===== src/hw/rtl/daae_pkg.sv =====
// shared types, constants and phase codes for the dns answer address extractor
// used by daae_parser and dns_answer_address_extractor
package daae_pkg;

  localparam int MAX_PACKET_DEF = 512;
  localparam int APB_ADDR_W = 3;
  localparam int APB_DATA_W = 32;

  localparam logic [3:0]  HDR_LEN    = 4'd12;
  localparam logic [3:0]  RR_FIXED   = 4'd10;
  localparam logic [3:0]  ADDR_BYTES = 4'd4;
  localparam logic [3:0]  QFIX_BYTES = 4'd4;
  localparam logic [15:0] FLAG_QR    = 16'h8000;
  localparam logic [15:0] FLAG_RCODE = 16'h000F;
  localparam logic [15:0] TYPE_A     = 16'd1;
  localparam logic [15:0] A_RDLEN    = 16'd4;
  localparam logic [7:0]  PTR_MASK   = 8'hC0;
  localparam logic [7:0]  LABEL_MASK = 8'h3F;

  localparam logic [2:0] ST_FOUND        = 3'd0;
  localparam logic [2:0] ST_SHORT        = 3'd1;
  localparam logic [2:0] ST_ID_MISMATCH  = 3'd2;
  localparam logic [2:0] ST_NOT_RESPONSE = 3'd3;
  localparam logic [2:0] ST_RCODE_ERROR  = 3'd4;
  localparam logic [2:0] ST_NO_ANSWERS   = 3'd5;
  localparam logic [2:0] ST_NO_A_RECORD  = 3'd6;

  localparam logic [APB_ADDR_W-1:0] REG_EXPECTED_ID = 3'd0;

  typedef enum logic [3:0] {
    PH_HEADER = 4'd0,
    PH_QNAME  = 4'd1,
    PH_QPTR   = 4'd2,
    PH_QFIXED = 4'd3,
    PH_ANAME  = 4'd4,
    PH_APTR   = 4'd5,
    PH_AFIXED = 4'd6,
    PH_RDATA  = 4'd7,
    PH_ADDR   = 4'd8,
    PH_DONE   = 4'd9
  } phase_t;

  typedef struct packed {
    logic [7:0] packet_byte;
    logic       final_byte;
  } in_beat_t;

  typedef struct packed {
    logic [2:0]  status;
    logic [31:0] address;
  } out_beat_t;

endpackage


===== src/hw/rtl/daae_parser.sv =====
// byte-at-a-time dns response walker: header checks, name skipping, answer scan
// depends on daae_pkg
module daae_parser #(
  parameter int MAX_PACKET = daae_pkg::MAX_PACKET_DEF
) (
  input  logic                clk,
  input  logic                rst,
  input  logic                take,
  input  daae_pkg::in_beat_t  beat,
  input  logic [15:0]         expected_id,
  output logic                res_valid,
  output daae_pkg::out_beat_t res
);

  localparam int POS_W = $clog2(MAX_PACKET + 1);
  localparam logic [POS_W-1:0] POS_MAX = POS_W'(MAX_PACKET);

  daae_pkg::phase_t phase, phase_upd, phase_next;
  logic [POS_W-1:0] byte_position, pos_upd, pos_next;
  logic [15:0] header_flags, flags_upd, flags_next;
  logic [15:0] questions_left, q_upd, q_next;
  logic [15:0] answers_left, a_upd, a_next;
  logic [15:0] skip_left, skip_upd, skip_next;
  logic [3:0]  field_index, fidx_upd, fidx_next;
  logic [15:0] record_type, rtype_upd, rtype_next;
  logic [15:0] record_length, rlen_upd, rlen_next;
  logic [31:0] address_build, ab_upd, ab_next;
  logic [31:0] found_address, found_upd, found_next;
  logic [2:0]  outcome, outcome_upd, outcome_next;
  logic [7:0]  b;
  logic [3:0]  fidx_inc;
  logic [15:0] q_dec;
  logic [15:0] skip_dec;
  logic        in_range;
  logic [2:0]  st;

  assign b        = beat.packet_byte;
  assign fidx_inc = field_index + 4'd1;
  assign q_dec    = questions_left - 16'd1;
  assign in_range = byte_position < POS_MAX;

  always_comb begin
    phase_upd   = phase;
    pos_upd     = byte_position;
    flags_upd   = header_flags;
    q_upd       = questions_left;
    a_upd       = answers_left;
    skip_upd    = skip_left;
    fidx_upd    = field_index;
    rtype_upd   = record_type;
    rlen_upd    = record_length;
    ab_upd      = address_build;
    found_upd   = found_address;
    outcome_upd = outcome;
    skip_dec    = (skip_left != 16'd0) ? skip_left - 16'd1 : skip_left;
    if (in_range) begin
      pos_upd = byte_position + POS_W'(1);
      unique case (phase) inside
        daae_pkg::PH_HEADER: begin
          if (byte_position < POS_W'(2)) rtype_upd = {record_type[7:0], b};
          else if (byte_position < POS_W'(4)) flags_upd = {header_flags[7:0], b};
          else if (byte_position < POS_W'(6)) q_upd = {questions_left[7:0], b};
          else if (byte_position < POS_W'(8)) a_upd = {answers_left[7:0], b};
          if (byte_position == POS_W'(daae_pkg::HDR_LEN - 4'd1)) begin
            if (record_type != expected_id) begin
              outcome_upd = daae_pkg::ST_ID_MISMATCH;
              phase_upd   = daae_pkg::PH_DONE;
            end else if ((header_flags & daae_pkg::FLAG_QR) == 16'd0) begin
              outcome_upd = daae_pkg::ST_NOT_RESPONSE;
              phase_upd   = daae_pkg::PH_DONE;
            end else if ((header_flags & daae_pkg::FLAG_RCODE) != 16'd0) begin
              outcome_upd = daae_pkg::ST_RCODE_ERROR;
              phase_upd   = daae_pkg::PH_DONE;
            end else if (answers_left == 16'd0) begin
              outcome_upd = daae_pkg::ST_NO_ANSWERS;
              phase_upd   = daae_pkg::PH_DONE;
            end else begin
              rtype_upd = 16'd0;
              phase_upd = (questions_left == 16'd0) ? daae_pkg::PH_ANAME
                                                    : daae_pkg::PH_QNAME;
            end
          end
        end
        daae_pkg::PH_QNAME, daae_pkg::PH_ANAME: begin
          if (skip_left != 16'd0) begin
            skip_upd = skip_left - 16'd1;
          end else begin
            fidx_upd = 4'd0;
            if (b == 8'd0) begin
              phase_upd = (phase == daae_pkg::PH_QNAME) ? daae_pkg::PH_QFIXED
                                                        : daae_pkg::PH_AFIXED;
            end else if ((b & daae_pkg::PTR_MASK) == daae_pkg::PTR_MASK) begin
              phase_upd = (phase == daae_pkg::PH_QNAME) ? daae_pkg::PH_QPTR
                                                        : daae_pkg::PH_APTR;
            end else begin
              skip_upd = {8'd0, b & daae_pkg::LABEL_MASK};
            end
          end
        end
        daae_pkg::PH_QPTR: begin
          fidx_upd  = 4'd0;
          phase_upd = daae_pkg::PH_QFIXED;
        end
        daae_pkg::PH_APTR: begin
          fidx_upd  = 4'd0;
          phase_upd = daae_pkg::PH_AFIXED;
        end
        daae_pkg::PH_QFIXED: begin
          fidx_upd = fidx_inc;
          if (fidx_inc >= daae_pkg::QFIX_BYTES) begin
            fidx_upd  = 4'd0;
            q_upd     = q_dec;
            phase_upd = (q_dec == 16'd0) ? daae_pkg::PH_ANAME : daae_pkg::PH_QNAME;
          end
        end
        daae_pkg::PH_AFIXED: begin
          if (field_index < 4'd2) rtype_upd = {record_type[7:0], b};
          else if (field_index >= 4'd8) rlen_upd = {record_length[7:0], b};
          fidx_upd = fidx_inc;
          if (fidx_inc >= daae_pkg::RR_FIXED) begin
            fidx_upd = 4'd0;
            if (rtype_upd == daae_pkg::TYPE_A && rlen_upd == daae_pkg::A_RDLEN) begin
              ab_upd    = 32'd0;
              phase_upd = daae_pkg::PH_ADDR;
            end else if (answers_left <= 16'd1) begin
              outcome_upd = daae_pkg::ST_NO_A_RECORD;
              phase_upd   = daae_pkg::PH_DONE;
            end else begin
              a_upd     = answers_left - 16'd1;
              skip_upd  = rlen_upd;
              phase_upd = (rlen_upd == 16'd0) ? daae_pkg::PH_ANAME : daae_pkg::PH_RDATA;
            end
          end
        end
        daae_pkg::PH_RDATA: begin
          skip_upd = skip_dec;
          if (skip_dec == 16'd0) phase_upd = daae_pkg::PH_ANAME;
        end
        daae_pkg::PH_ADDR: begin
          ab_upd   = {address_build[23:0], b};
          fidx_upd = fidx_inc;
          if (fidx_inc >= daae_pkg::ADDR_BYTES) begin
            found_upd   = ab_upd;
            outcome_upd = daae_pkg::ST_FOUND;
            phase_upd   = daae_pkg::PH_DONE;
          end
        end
        default: begin
        end
      endcase
    end
  end

  // result of the message on its last byte
  always_comb begin
    if (phase_upd == daae_pkg::PH_DONE) st = outcome_upd;
    else if (phase_upd == daae_pkg::PH_ADDR && a_upd <= 16'd1) st = daae_pkg::ST_NO_A_RECORD;
    else st = daae_pkg::ST_SHORT;
    res_valid   = take && beat.final_byte;
    res.status  = st;
    res.address = (st == daae_pkg::ST_FOUND) ? found_upd : 32'd0;
  end

  // back to the reset state after the last byte
  always_comb begin
    if (beat.final_byte) begin
      phase_next   = daae_pkg::PH_HEADER;
      pos_next     = '0;
      flags_next   = '0;
      q_next       = '0;
      a_next       = '0;
      skip_next    = '0;
      fidx_next    = '0;
      rtype_next   = '0;
      rlen_next    = '0;
      ab_next      = '0;
      found_next   = '0;
      outcome_next = '0;
    end else begin
      phase_next   = phase_upd;
      pos_next     = pos_upd;
      flags_next   = flags_upd;
      q_next       = q_upd;
      a_next       = a_upd;
      skip_next    = skip_upd;
      fidx_next    = fidx_upd;
      rtype_next   = rtype_upd;
      rlen_next    = rlen_upd;
      ab_next      = ab_upd;
      found_next   = found_upd;
      outcome_next = outcome_upd;
    end
  end

  always_ff @(posedge clk) begin
    if (rst) begin
      phase          <= daae_pkg::PH_HEADER;
      byte_position  <= '0;
      header_flags   <= '0;
      questions_left <= '0;
      answers_left   <= '0;
      skip_left      <= '0;
      field_index    <= '0;
      record_type    <= '0;
      record_length  <= '0;
      address_build  <= '0;
      found_address  <= '0;
      outcome        <= '0;
    end else if (take) begin
      phase          <= phase_next;
      byte_position  <= pos_next;
      header_flags   <= flags_next;
      questions_left <= q_next;
      answers_left   <= a_next;
      skip_left      <= skip_next;
      field_index    <= fidx_next;
      record_type    <= rtype_next;
      record_length  <= rlen_next;
      address_build  <= ab_next;
      found_address  <= found_next;
      outcome        <= outcome_next;
    end
  end

`ifndef NO_ASSERTIONS
  a_pos_bound: assert property (@(posedge clk) disable iff (rst)
    byte_position <= POS_MAX)
    else $error("byte position past packet limit");

  a_header_pos: assert property (@(posedge clk) disable iff (rst)
    phase != daae_pkg::PH_HEADER |-> byte_position >= POS_W'(daae_pkg::HDR_LEN))
    else $error("left header phase before twelve bytes");

  a_clear_after_last: assert property (@(posedge clk) disable iff (rst)
    take && beat.final_byte |=> phase == daae_pkg::PH_HEADER && byte_position == '0)
    else $error("state not cleared after last byte");

  a_addr_only_found: assert property (@(posedge clk) disable iff (rst)
    res_valid && res.status != daae_pkg::ST_FOUND |-> res.address == 32'd0)
    else $error("address given without a found status");

  a_addr_index: assert property (@(posedge clk) disable iff (rst)
    phase == daae_pkg::PH_ADDR |-> field_index < daae_pkg::ADDR_BYTES)
    else $error("address byte index out of range");
`endif

endmodule


===== src/hw/rtl/dns_answer_address_extractor.sv =====
// top level: byte input channel, result channel, apb register for the expected id
// depends on daae_pkg and daae_parser
//
// usage:
//   feed a dns response one byte per beat on in_beat (packet_byte, final_byte
//   set on the last byte of the message); one result beat on out_beat
//   (status, address) follows each message
//   expected_id is written through the apb port at byte address 0 while idle
// output: the result is valid in the cycle after the final byte is accepted
// throughput: one byte per cycle while in_ready is high; every byte updates the parser state
//   combinationally between the parser registers and the result register
// stall: the result register holds while out_ready is low; in_ready stays high
//   as long as the result register is empty or being drained in that cycle
// reset: rst is synchronous; the parser returns to the header phase, the
//   result register empties and expected_id clears to zero
// after each final byte the parser clears itself and takes the next message
module dns_answer_address_extractor #(
  parameter int MAX_PACKET = daae_pkg::MAX_PACKET_DEF
) (
  input  logic                                clk,
  input  logic                                rst,
  input  logic                                in_valid,
  output logic                                in_ready,
  input  daae_pkg::in_beat_t                  in_beat,
  output logic                                out_valid,
  input  logic                                out_ready,
  output daae_pkg::out_beat_t                 out_beat,
  input  logic                                psel,
  input  logic                                penable,
  input  logic                                pwrite,
  input  logic [daae_pkg::APB_ADDR_W-1:0]     paddr,
  input  logic [daae_pkg::APB_DATA_W-1:0]     pwdata,
  output logic [daae_pkg::APB_DATA_W-1:0]     prdata,
  output logic                                pready
);

  logic                expected_id_hit;
  logic [15:0]         expected_id;
  logic                take;
  logic                res_valid;
  daae_pkg::out_beat_t res;

  assign pready          = 1'b1;
  assign expected_id_hit = paddr == daae_pkg::REG_EXPECTED_ID;
  assign prdata          = expected_id_hit ? {16'd0, expected_id} : '0;

  always_ff @(posedge clk) begin
    if (rst) begin
      expected_id <= '0;
    end else if (psel && penable && pwrite && expected_id_hit) begin
      expected_id <= pwdata[15:0];
    end
  end

  assign in_ready = !out_valid || out_ready;
  assign take     = in_valid && in_ready;

  daae_parser #(
    .MAX_PACKET(MAX_PACKET)
  ) u_parser (
    .clk        (clk),
    .rst        (rst),
    .take       (take),
    .beat       (in_beat),
    .expected_id(expected_id),
    .res_valid  (res_valid),
    .res        (res)
  );

  always_ff @(posedge clk) begin
    if (rst) begin
      out_valid <= 1'b0;
    end else if (res_valid) begin
      out_valid <= 1'b1;
    end else if (out_ready) begin
      out_valid <= 1'b0;
    end
  end

  always_ff @(posedge clk) begin
    if (res_valid) begin
      out_beat <= res;
    end
  end

endmodule

===== config.mk =====
export PLATFORM = sky130hd
export DESIGN_NAME = dns_answer_address_extractor
export DESIGN_NICKNAME = d
export VERILOG_FILES = /design/src/hw/rtl/daae_pkg.sv /design/src/hw/rtl/daae_parser.sv /design/src/hw/rtl/dns_answer_address_extractor.sv
export SDC_FILE = /design/constraint.sdc
export NUM_CORES = 1
export LEC_CHECK = 0
export ABC_AREA = 1
export BUFFER_PORTS_ARGS = -buffer_cell sky130_fd_sc_hd__buf_4
export CORE_AREA = 2 2 166 168
export CTS_BUF_LIST = sky130_fd_sc_hd__clkbuf_4 sky130_fd_sc_hd__clkbuf_8 sky130_fd_sc_hd__clkbuf_16
export DETAILED_ROUTE_END_ITERATION = 16
export DIE_AREA = 0 0 168 170
export GPL_ROUTABILITY_DRIVEN = 0
export PLACE_DENSITY = 0.8
export SLEW_MARGIN = 20
export SYNTH_ARGS = -nofsm -noshare
export SYNTH_HDL_FRONTEND = slang
export SYNTH_SLANG_ARGS = --single-unit

===== constraint.sdc =====
create_clock -name clk -period 3.9 [get_ports clk]
set_clock_uncertainty 0.1 [all_clocks]
set_input_delay 0.39 -clock clk [delete_from_list [all_inputs] [get_ports clk]]
set_output_delay 0.39 -clock clk [all_outputs]
set_load 0.05 [all_outputs]

==> results of run 1 <==
## metrics by stage
| step | hold slack (ps) | setup WS (ps) |
|---|---|---|
| after floorplan | 337.4 | 118.4 |
| after global placement | 347.3 | 256.8 |
| after detailed placement | 353.9 | 101.1 |
| after CTS | 34.45 | 41.97 |
| after global routing | 59.97 | -44.34 |
| final | 36.58 | 207.7 |
## final cells by class
type	instances	area, sq um
multi-input cells	1529	7241
diodes	1	2.502
fillers	2477	11360
clock buffers	28	671.9
clock inverters	18	212.7
well taps	341	426.7
repair buffers	149	1160
inverters	245	919.6
flip-flops and latches	215	4656
## power by group through the flow
| stage | clock (uW) | combinational (uW) | sequential [uW] |
|---|---|---|---|
| 2_1_floorplan | 0 | 659 | 2440 |
| 3_3_place_gp | 0 | 923 | 2410 |
| 3_5_place_dp | 0 | 940 | 2410 |
| 4_1_cts | 2540 | 948 | 2360 |
| 5_1_grt | 2630 | 1070 | 2370 |
| 6_report | 2510 | 973 | 2370 |
## flip-flops by register name (all words and copies together), names as in the netlist
signal and flops:
u_parser.found_address 32, u_parser.skip_left 16, u_parser.field_index 4, u_parser.header_flags 6
u_parser.record_length 16, out_beat 35, out_valid 1, u_parser.questions_left 16
u_parser.phase 4, u_parser.answers_left 16, u_parser.record_type 16, u_parser.byte_position 10
u_parser.address_build 24, expected_id 16, u_parser.outcome 3
## timing repair
action | in CTS | in global routing
hold buffers | 0 | 0
buffers inserted | 0 | 2
endpoints found under the hold margin | 0 | 0
endpoints found under the setup margin | 0 | 32
resized for setup | 0 | 11
## worst max-delay path: stages, from the launching register on
cell and delay [ps]:
dfxtp_2 410, buf_12 200, nand2_1 70, o21ai_1 130, nand2_1 80, nor2_1 190, nand3_1 220, nor2_1 180
nand2_1 180, buf_4 250, a21oi_1 140, nor2_1 60, o21ai_1 110, nand2_1 80, nor2_1 140, nand2_1 100
nor2_1 230, nand3_4 210, nand4_4 150, buf_12 160, nor2_2 30
## cells in the final DEF, fill, tap and decap left out, types with 26 or more instances in the layout
master	netlist	routed
o21ai_0	139	136
clkbuf_16	0	26
edfxtp_1	35	35
dfxtp_1	180	179
nor2_1	284	279
o2111ai_1	26	26
a21oi_1	151	151
inv_1	241	241
buf_4	21	145
o22ai_1	40	40
nand3_1	141	139
nand2_1	544	544
## path summary, 6_finish.rpt
check | from | endpoint | slack, ps | cells past startpoint
max | u_parser.field_index[3]$_SDFFE_PP0P_ | out_beat[11]$_SDFFCE_PP0P_ | 210 | 20
min | pwdata[4] | expected_id[4]$_SDFFE_PP0P_ | 40 | 3
max reg2reg | u_parser.field_index[3]$_SDFFE_PP0P_ | out_beat[11]$_SDFFCE_PP0P_ | 210 | 20
min reg2reg | u_parser.record_length[14]$_SDFFE_PP0P_ | u_parser.record_length[14]$_SDFFE_PP0P_ | 360 | 2
## Yosys cell counts, drive strengths merged
cell type | count | area [sq um]
dfxtp | 180 | 3603
nand3b | 5 | 37.54
buf | 43 | 301.5
a2111oi | 2 | 23.77
o31ai | 1 | 7.510
a21oi | 151 | 755.7
nor3b | 1 | 7.510
a221oi | 2 | 17.52
and2 | 5 | 31.28
nor2 | 304 | 1196
xor2 | 11 | 96.34
nor3 | 17 | 90.09
nand4 | 23 | 158.9
o21ai | 149 | 745.7
a211oi | 22 | 165.2
clkbuf | 72 | 270.3
o22ai | 40 | 250.2
nand3 | 143 | 725.7
or2 | 4 | 25.02
xnor2 | 5 | 43.79
o221ai | 1 | 8.760
ha | 11 | 137.6
conb | 2 | 7.510
clkinv | 1 | 3.750
a311oi | 1 | 8.760
inv | 244 | 915.9
nand2 | 549 | 2073
edfxtp | 35 | 1051
nor4 | 2 | 12.51
o2111ai | 26 | 227.7
o21a | 1 | 7.510
a31oi | 21 | 131.4
a22o | 1 | 8.760
o211ai | 11 | 82.58
a2bb2oi | 1 | 8.760
## routing by layer
| layer | vias up | share of wire (%) | GRT usage [%] |
|---|---|---|---|
| met2 | 679 | 45 | 43.17 |
| met1 | 6539 | 42 | 34.36 |
| met5 | - | 0 | 0 |
| met3 | 129 | 9.1 | 3.884 |
| li1 | 6986 | - | - |
| met4 | 0 | 3.8 | 11.04 |
## cell families (layout without fill, tap and decap cells)
kind of cell               Yosys count  count (layout)
and+or+nand+nor                   1053            1055
AOI/OAI and AO/OA                  430             430
other                                2              18
buffers and inverters              360             440
xor gates and xnor gates            16              16
DFF                                215             215
adders and majority gates           11              11
==> metrics.yaml, run 1 <==
post-route-cell-area_sq_um: 15290
power.density_cell_area_nw_per_um2: 382.8
power_frac_clock_pct: 43.0
placed_area_sq_um: 14280
initial_core_utilization_pct: 49.68
setup.worst_path.start_class: "flip-flop"
dr_total_vias: 14330
syn-mean-instance-area_sq_um: 6.344
syn-instance-count: 2087
grt_usage_pct: 26.18
achievable_freq_ghz: 0.2708
tritoncts: "done"
p_int_uw: 4119
detail_route.wl_per_cell_microns: 15.60
wl_microns: 39400
synth_cell_type_count: 48
post_route_cells_drive_above_1_share_pct: 11.13
slew_viol_final: 0
antenna_violations_before_repair: 1
synthAdderAreaFrac_pct: 1.040
run_status: "complete, no violations"
worst-endpoint-arrival_ps: 3870
synth_compound_gate_area_share_pct: 18.50
utilization_pct: 57.37
worst-path-max-fanout: 33
timing.setup.critical_path_class: "flip-flop to flip-flop"
die_area_sq_um: 28560
cts-buffers-inserted: 25
grt_first_pass_wirelength_microns: 62430
worst-slew-pin-transition_ps: 1106
min-delay-path-class: "input port to flip-flop"
grt_pass1_vias: 12910
synth.mux.area_fraction_pct: 0
final_nets: 2227
synth-simple-area-share_pct: 32.92
required_ps: 4080
p_leak_uw: 0.006701
cts_buffer_depth: 3
drt_first_iter_violations: 1675
fin_total_pwr_uw: 5853
die_width_microns: 168
switchingPower_uw: 1734
ios: 121
cts.sink_count: 215
comb_power_share_pct: 16.6
route.detailed.drc: 0
drv_cap: 0
final-instance-count-excl-fill: 2526
totalNegativeSetupSlack_ps: 0
fin_crit_sh_pct: 94.67
detailed_place_hpwl_microns: 26990
synthXorXnorAreaFrac_pct: 1.059
fp-row-count: 60
clock_tree.htree_level_count: 1
synthesis.yosys.warnings: 0
post-route-min-period_ps: 3692
dominant_combinational_cell_family_by_area_after_synthesis: "simple AND/OR/NAND/NOR gates"
worst_skew_pair.late_latency_ps: 540
timing.critical_path.to_type: "flip-flop"
share_of_the_yosys_chip_area_belonging_to_registers_pct: 35.16
drt-vias-per-instance: 5.674
number_of_cells_in_the_design_after_placement: 2474
yosys_register_bits: 215
sw_frac_of_total_pct: 29.63
globalRoute.totalOverflow: 0
io_buffers: 87
die_height_microns: 170
placeableCoreArea_sq_um: 26650
setup_viol: 0
pwr-share-seq_pct: 40.4
finalHoldViolations: 0
ctsRootBufferMaster: "clkbuf_16"
clkSlewWorstSetupHoldPaths_ps: 60
grt_start_max_net_pins: 68
mappedNetlistArea_sq_um: 13240
max-slew-margin-rel_pct: 26.27
worst_ir_drop_vdd_v: 0.0002989
syn_to_final_growth_pct: 15.49
first_pass_iters: 6
ant_nets: 0
(Power assumes the default switching activity.)
==> run 2: changes to the inputs <==
- CELL_PAD_IN_SITES_DETAIL_PLACEMENT: not set -> 1
- CELL_PAD_IN_SITES_GLOBAL_PLACEMENT: not set -> 2
- CORE_AREA: 2 2 166 168 -> 2 2 214 216
- DIE_AREA: 0 0 168 170 -> 0 0 216 218
- PLACE_DENSITY: 0.8 -> 0.86
==> metrics.yaml, run 2 (synthesized netlist as in run 1, its figures left out) <==
run_status: "complete, no violations"
io_buffers: 87  # unchanged
detailed_place_hpwl_microns: 34300  # +27%
placeableCoreArea_sq_um: 44890  # +68%
route.detailed.drc: 0  # unchanged
multi_input_comb_area_sq_um: 7207  # -0.47%
max-slew-margin-rel_pct: 35.93  # +9.7 points
cp-endpoint: "out_beat[30]$_SDFFCE_PP0P_"
regToRegEndpoint: "out_beat[30]$_SDFFCE_PP0P_"
worst_ir_drop_vdd_v: 0.0002948  # -1.3%
timing.setup.critical_path_class: "flip-flop to flip-flop"
worst-slew-pin-transition_ps: 936.9  # -169.1 ps
number_of_cells_in_the_design_after_placement: 2734  # +11%
p_leak_uw: 0.006736  # +0.52%
cpLargestDelayFamily: "simple AND/OR/NAND/NOR gates"
nFillCells: 5740  # +130%
post_route_cells_drive_above_1_share_pct: 11.28  # +0.15 points
layout_commonest_cell: "nand2_1"
ant_nets: 0  # unchanged
ctsRootBufferMaster: "clkbuf_16"
fin_total_pwr_uw: 5811  # -0.72%
tritoncts: "done"
number_of_cells_on_the_critical_path: 22  # +10%
antenna_violations_before_repair: 0  # -1
grt_first_pass_wirelength_microns: 76090  # +22%
grt_setup_unrepaired: "no"
setup_buffers_after_cts: 0  # unchanged
min-delay-path-class: "input port to flip-flop"
setup_slack_of_the_worst_register_to_register_path_ps: 310  # +110 ps
final_nets: 2232  # +0.22%
post-route-min-period_ps: 3586  # -106.6 ps
drt_first_iter_violations: 703  # -58%
utilization_pct: 34.82  # -23 points
grt_pass1_vias: 14580  # +13%
syn_to_final_growth_pct: 18.08
slew_viol_final: 0  # unchanged
finalHoldViolations: 0  # unchanged
final-instance-count-excl-fill: 2790  # +10%
die_area_sq_um: 47090  # +65%
clkSlewWorstSetupHoldPaths_ps: 60  # about the same
layout_common_cells: "nand2_1 (543), nor2_1 (277), inv_1 (240)"
worst-r2r-cell-count: 22  # +10%
cts.sink_count: 215  # unchanged
drt-vias-per-instance: 5.078  # -11%
timing.critical_path.slowest_cell_delay_ps: 370  # -40 ps
setup_viol: 0  # unchanged
initial_core_utilization_pct: 29.49  # -20 points
cts_buffer_depth: 3  # unchanged
dr_total_vias: 14170  # -1.2%
worst-endpoint-arrival_ps: 3790  # -80 ps
largest_register_ffs: 35  # unchanged
critical_path.most_common_cell: "nand2_1"
die_height_microns: 218  # +28%
achievable_freq_ghz: 0.2789  # +3.0%
cp_cell_sequence: "inv_1 > ha_1 > nand2_1 > nor2_1 > nand2_1 > buf_4 > nand2_1 > nand2_1 > nand2_1 > nor2_1 > nand3_1 > o21ai_1 > nand3_1 > nand2_1 > inv_1 > nor2_1 > nand2_1 > nor2_1 > nand3_2 > nand4_4 > clkbuf_16 > nor2_1"
antenna_cells_inserted: 0  # -1
startpoint: "u_parser.skip_left[0]$_SDFFE_PP0P_"
fin_crit_sh_pct: 91.94  # -2.7 points
slowest_stage: "dfxtp_1"
worst_skew_pair.late_latency_ps: 560  # +20 ps
totalNegativeSetupSlack_ps: 0  # unchanged
register_area_sq_um: 4656  # unchanged
reg_top3: "out_beat: 35 flops, u_parser.found_address: 32 flops, u_parser.address_build: 24 flops"
cts-buffers-inserted: 26  # +4.0%
drv_cap: 0  # unchanged
registers.top_by_ff_count: "out_beat"
wl_microns: 48040  # +22%
timing.critical_path.buf_inv: 4  # +1
globalRoute.totalOverflow: 0  # unchanged
die_width_microns: 216  # +29%
power.density_cell_area_nw_per_um2: 371.7  # -2.9%
grt_usage_pct: 19.89  # -6.3 points
grt_start_max_net_pins: 65  # -4.4%
required_ps: 4100  # +20 ps
ios: 121  # unchanged
timing.critical_path.to_type: "flip-flop"
clock_tree.htree_level_count: 1  # unchanged
detail_route.wl_per_cell_microns: 17.22  # +10%
fp-row-count: 78  # +30%
first_pass_iters: 7  # +1
setup.worst_path.start_class: "flip-flop"
r2r-start: "u_parser.skip_left[0]$_SDFFE_PP0P_"
worst-path-max-fanout: 16  # -52%
-- run 2: changes by cell type in the layout (fill, tap and decap cells not counted), moves of 2 or more --
cell,previous run,this run
clkbuf_8,1,5
clkbuf_4,1,12
clkinvlp_4,2,0
nor2_1,279,277
buf_4,145,142
bufinv_16,4,0
nor2_2,22,24
nand4_4,3,1
clkinv_2,8,4
inv_6,3,0
dlygate4sd3_1,0,6
-- run 2: layout make-up --
cell class	instances	share of cell area, %
sequential	215	29.78
clock inverter	5	0.2321
clock buffer	43	5.178
tap	600	4.802
timing repair buffer	155	8.020
inverter	245	5.883
multi-input combinational	1527	46.10
-- run 2: worst register-to-register path: stages (launching register included) --
cell	delay, ps
dfxtp_1	370
inv_1	70
ha_1	220
nand2_1	230
nor2_1	110
nand2_1	100
buf_4	210
nand2_1	100
nand2_1	90
nand2_1	60
nor2_1	100
nand3_1	80
o21ai_1	230
nand3_1	120
nand2_1	80
inv_1	50
nor2_1	120
nand2_1	130
nor2_1	190
nand3_2	150
nand4_4	140
clkbuf_16	220
nor2_1	60
-- run 2: where the power goes --
part | leakage [uW] | internal, uW | switching (uW)
Clock | 0.000434 | 1410 | 1000
Sequential | 0.00180 | 2310 | 56.7
Combinational | 0.00451 | 301 | 724
Total | 0.00674 | 4030 | 1780
-- run 2: repair_timing --
| item | in CTS | in global routing |
|---|---|---|
| resized for setup | 0 | 16 |
| endpoints found under the setup margin | 0 | 32 |
| hold endpoints to repair | 6 | 0 |
| hold buffers | 6 | 0 |
-- run 2: how the worst min path moves through the flow --
stage / startpoint / end / slack, ps / depth (start not counted)
after floorplan: u_parser.record_length[15]$_SDFFE_PP0P_ / u_parser.record_length[15]$_SDFFE_PP0P_ / 340 / 2
after global placement: u_parser.record_length[14]$_SDFFE_PP0P_ / u_parser.record_length[14]$_SDFFE_PP0P_ / 350 / 2
final: pwdata[5] / expected_id[5]$_SDFFE_PP0P_ / 20 / 3
after global routing: pwdata[5] / expected_id[5]$_SDFFE_PP0P_ / 40 / 3
after CTS: pwdata[2] / expected_id[2]$_SDFFE_PP0P_ / 0.6 / 3
after detailed placement: u_parser.record_length[14]$_SDFFE_PP0P_ / u_parser.record_length[14]$_SDFFE_PP0P_ / 350 / 2
-- run 2: stage by stage --
| step | worst slack [ps] | hold slack (ps) | area, sq um |
|---|---|---|---|
| 2_1_floorplan | 118.4 | 337.4 | 13300 |
| 3_3_place_gp | 152.2 | 347.1 | 14640 |
| 3_5_place_dp | 15.38 | 353.7 | 14640 |
| 4_1_cts | 62.00 | 0.5619 | 15540 |
| 5_1_grt | 4.394 | 36.44 | 15630 |
| 6_report | 314.3 | 23.26 | 15630 |
-- run 2: routing by layer --
layer  global-route usage [%]  vias up  routed length [microns]
met5                        0        -                        0
met4                    7.511        0                     1617
met3                    3.152       98                     2087
met2                    34.60      251                    22660
met1                    24.71     6850                    21680
li1                         -     6968                        -
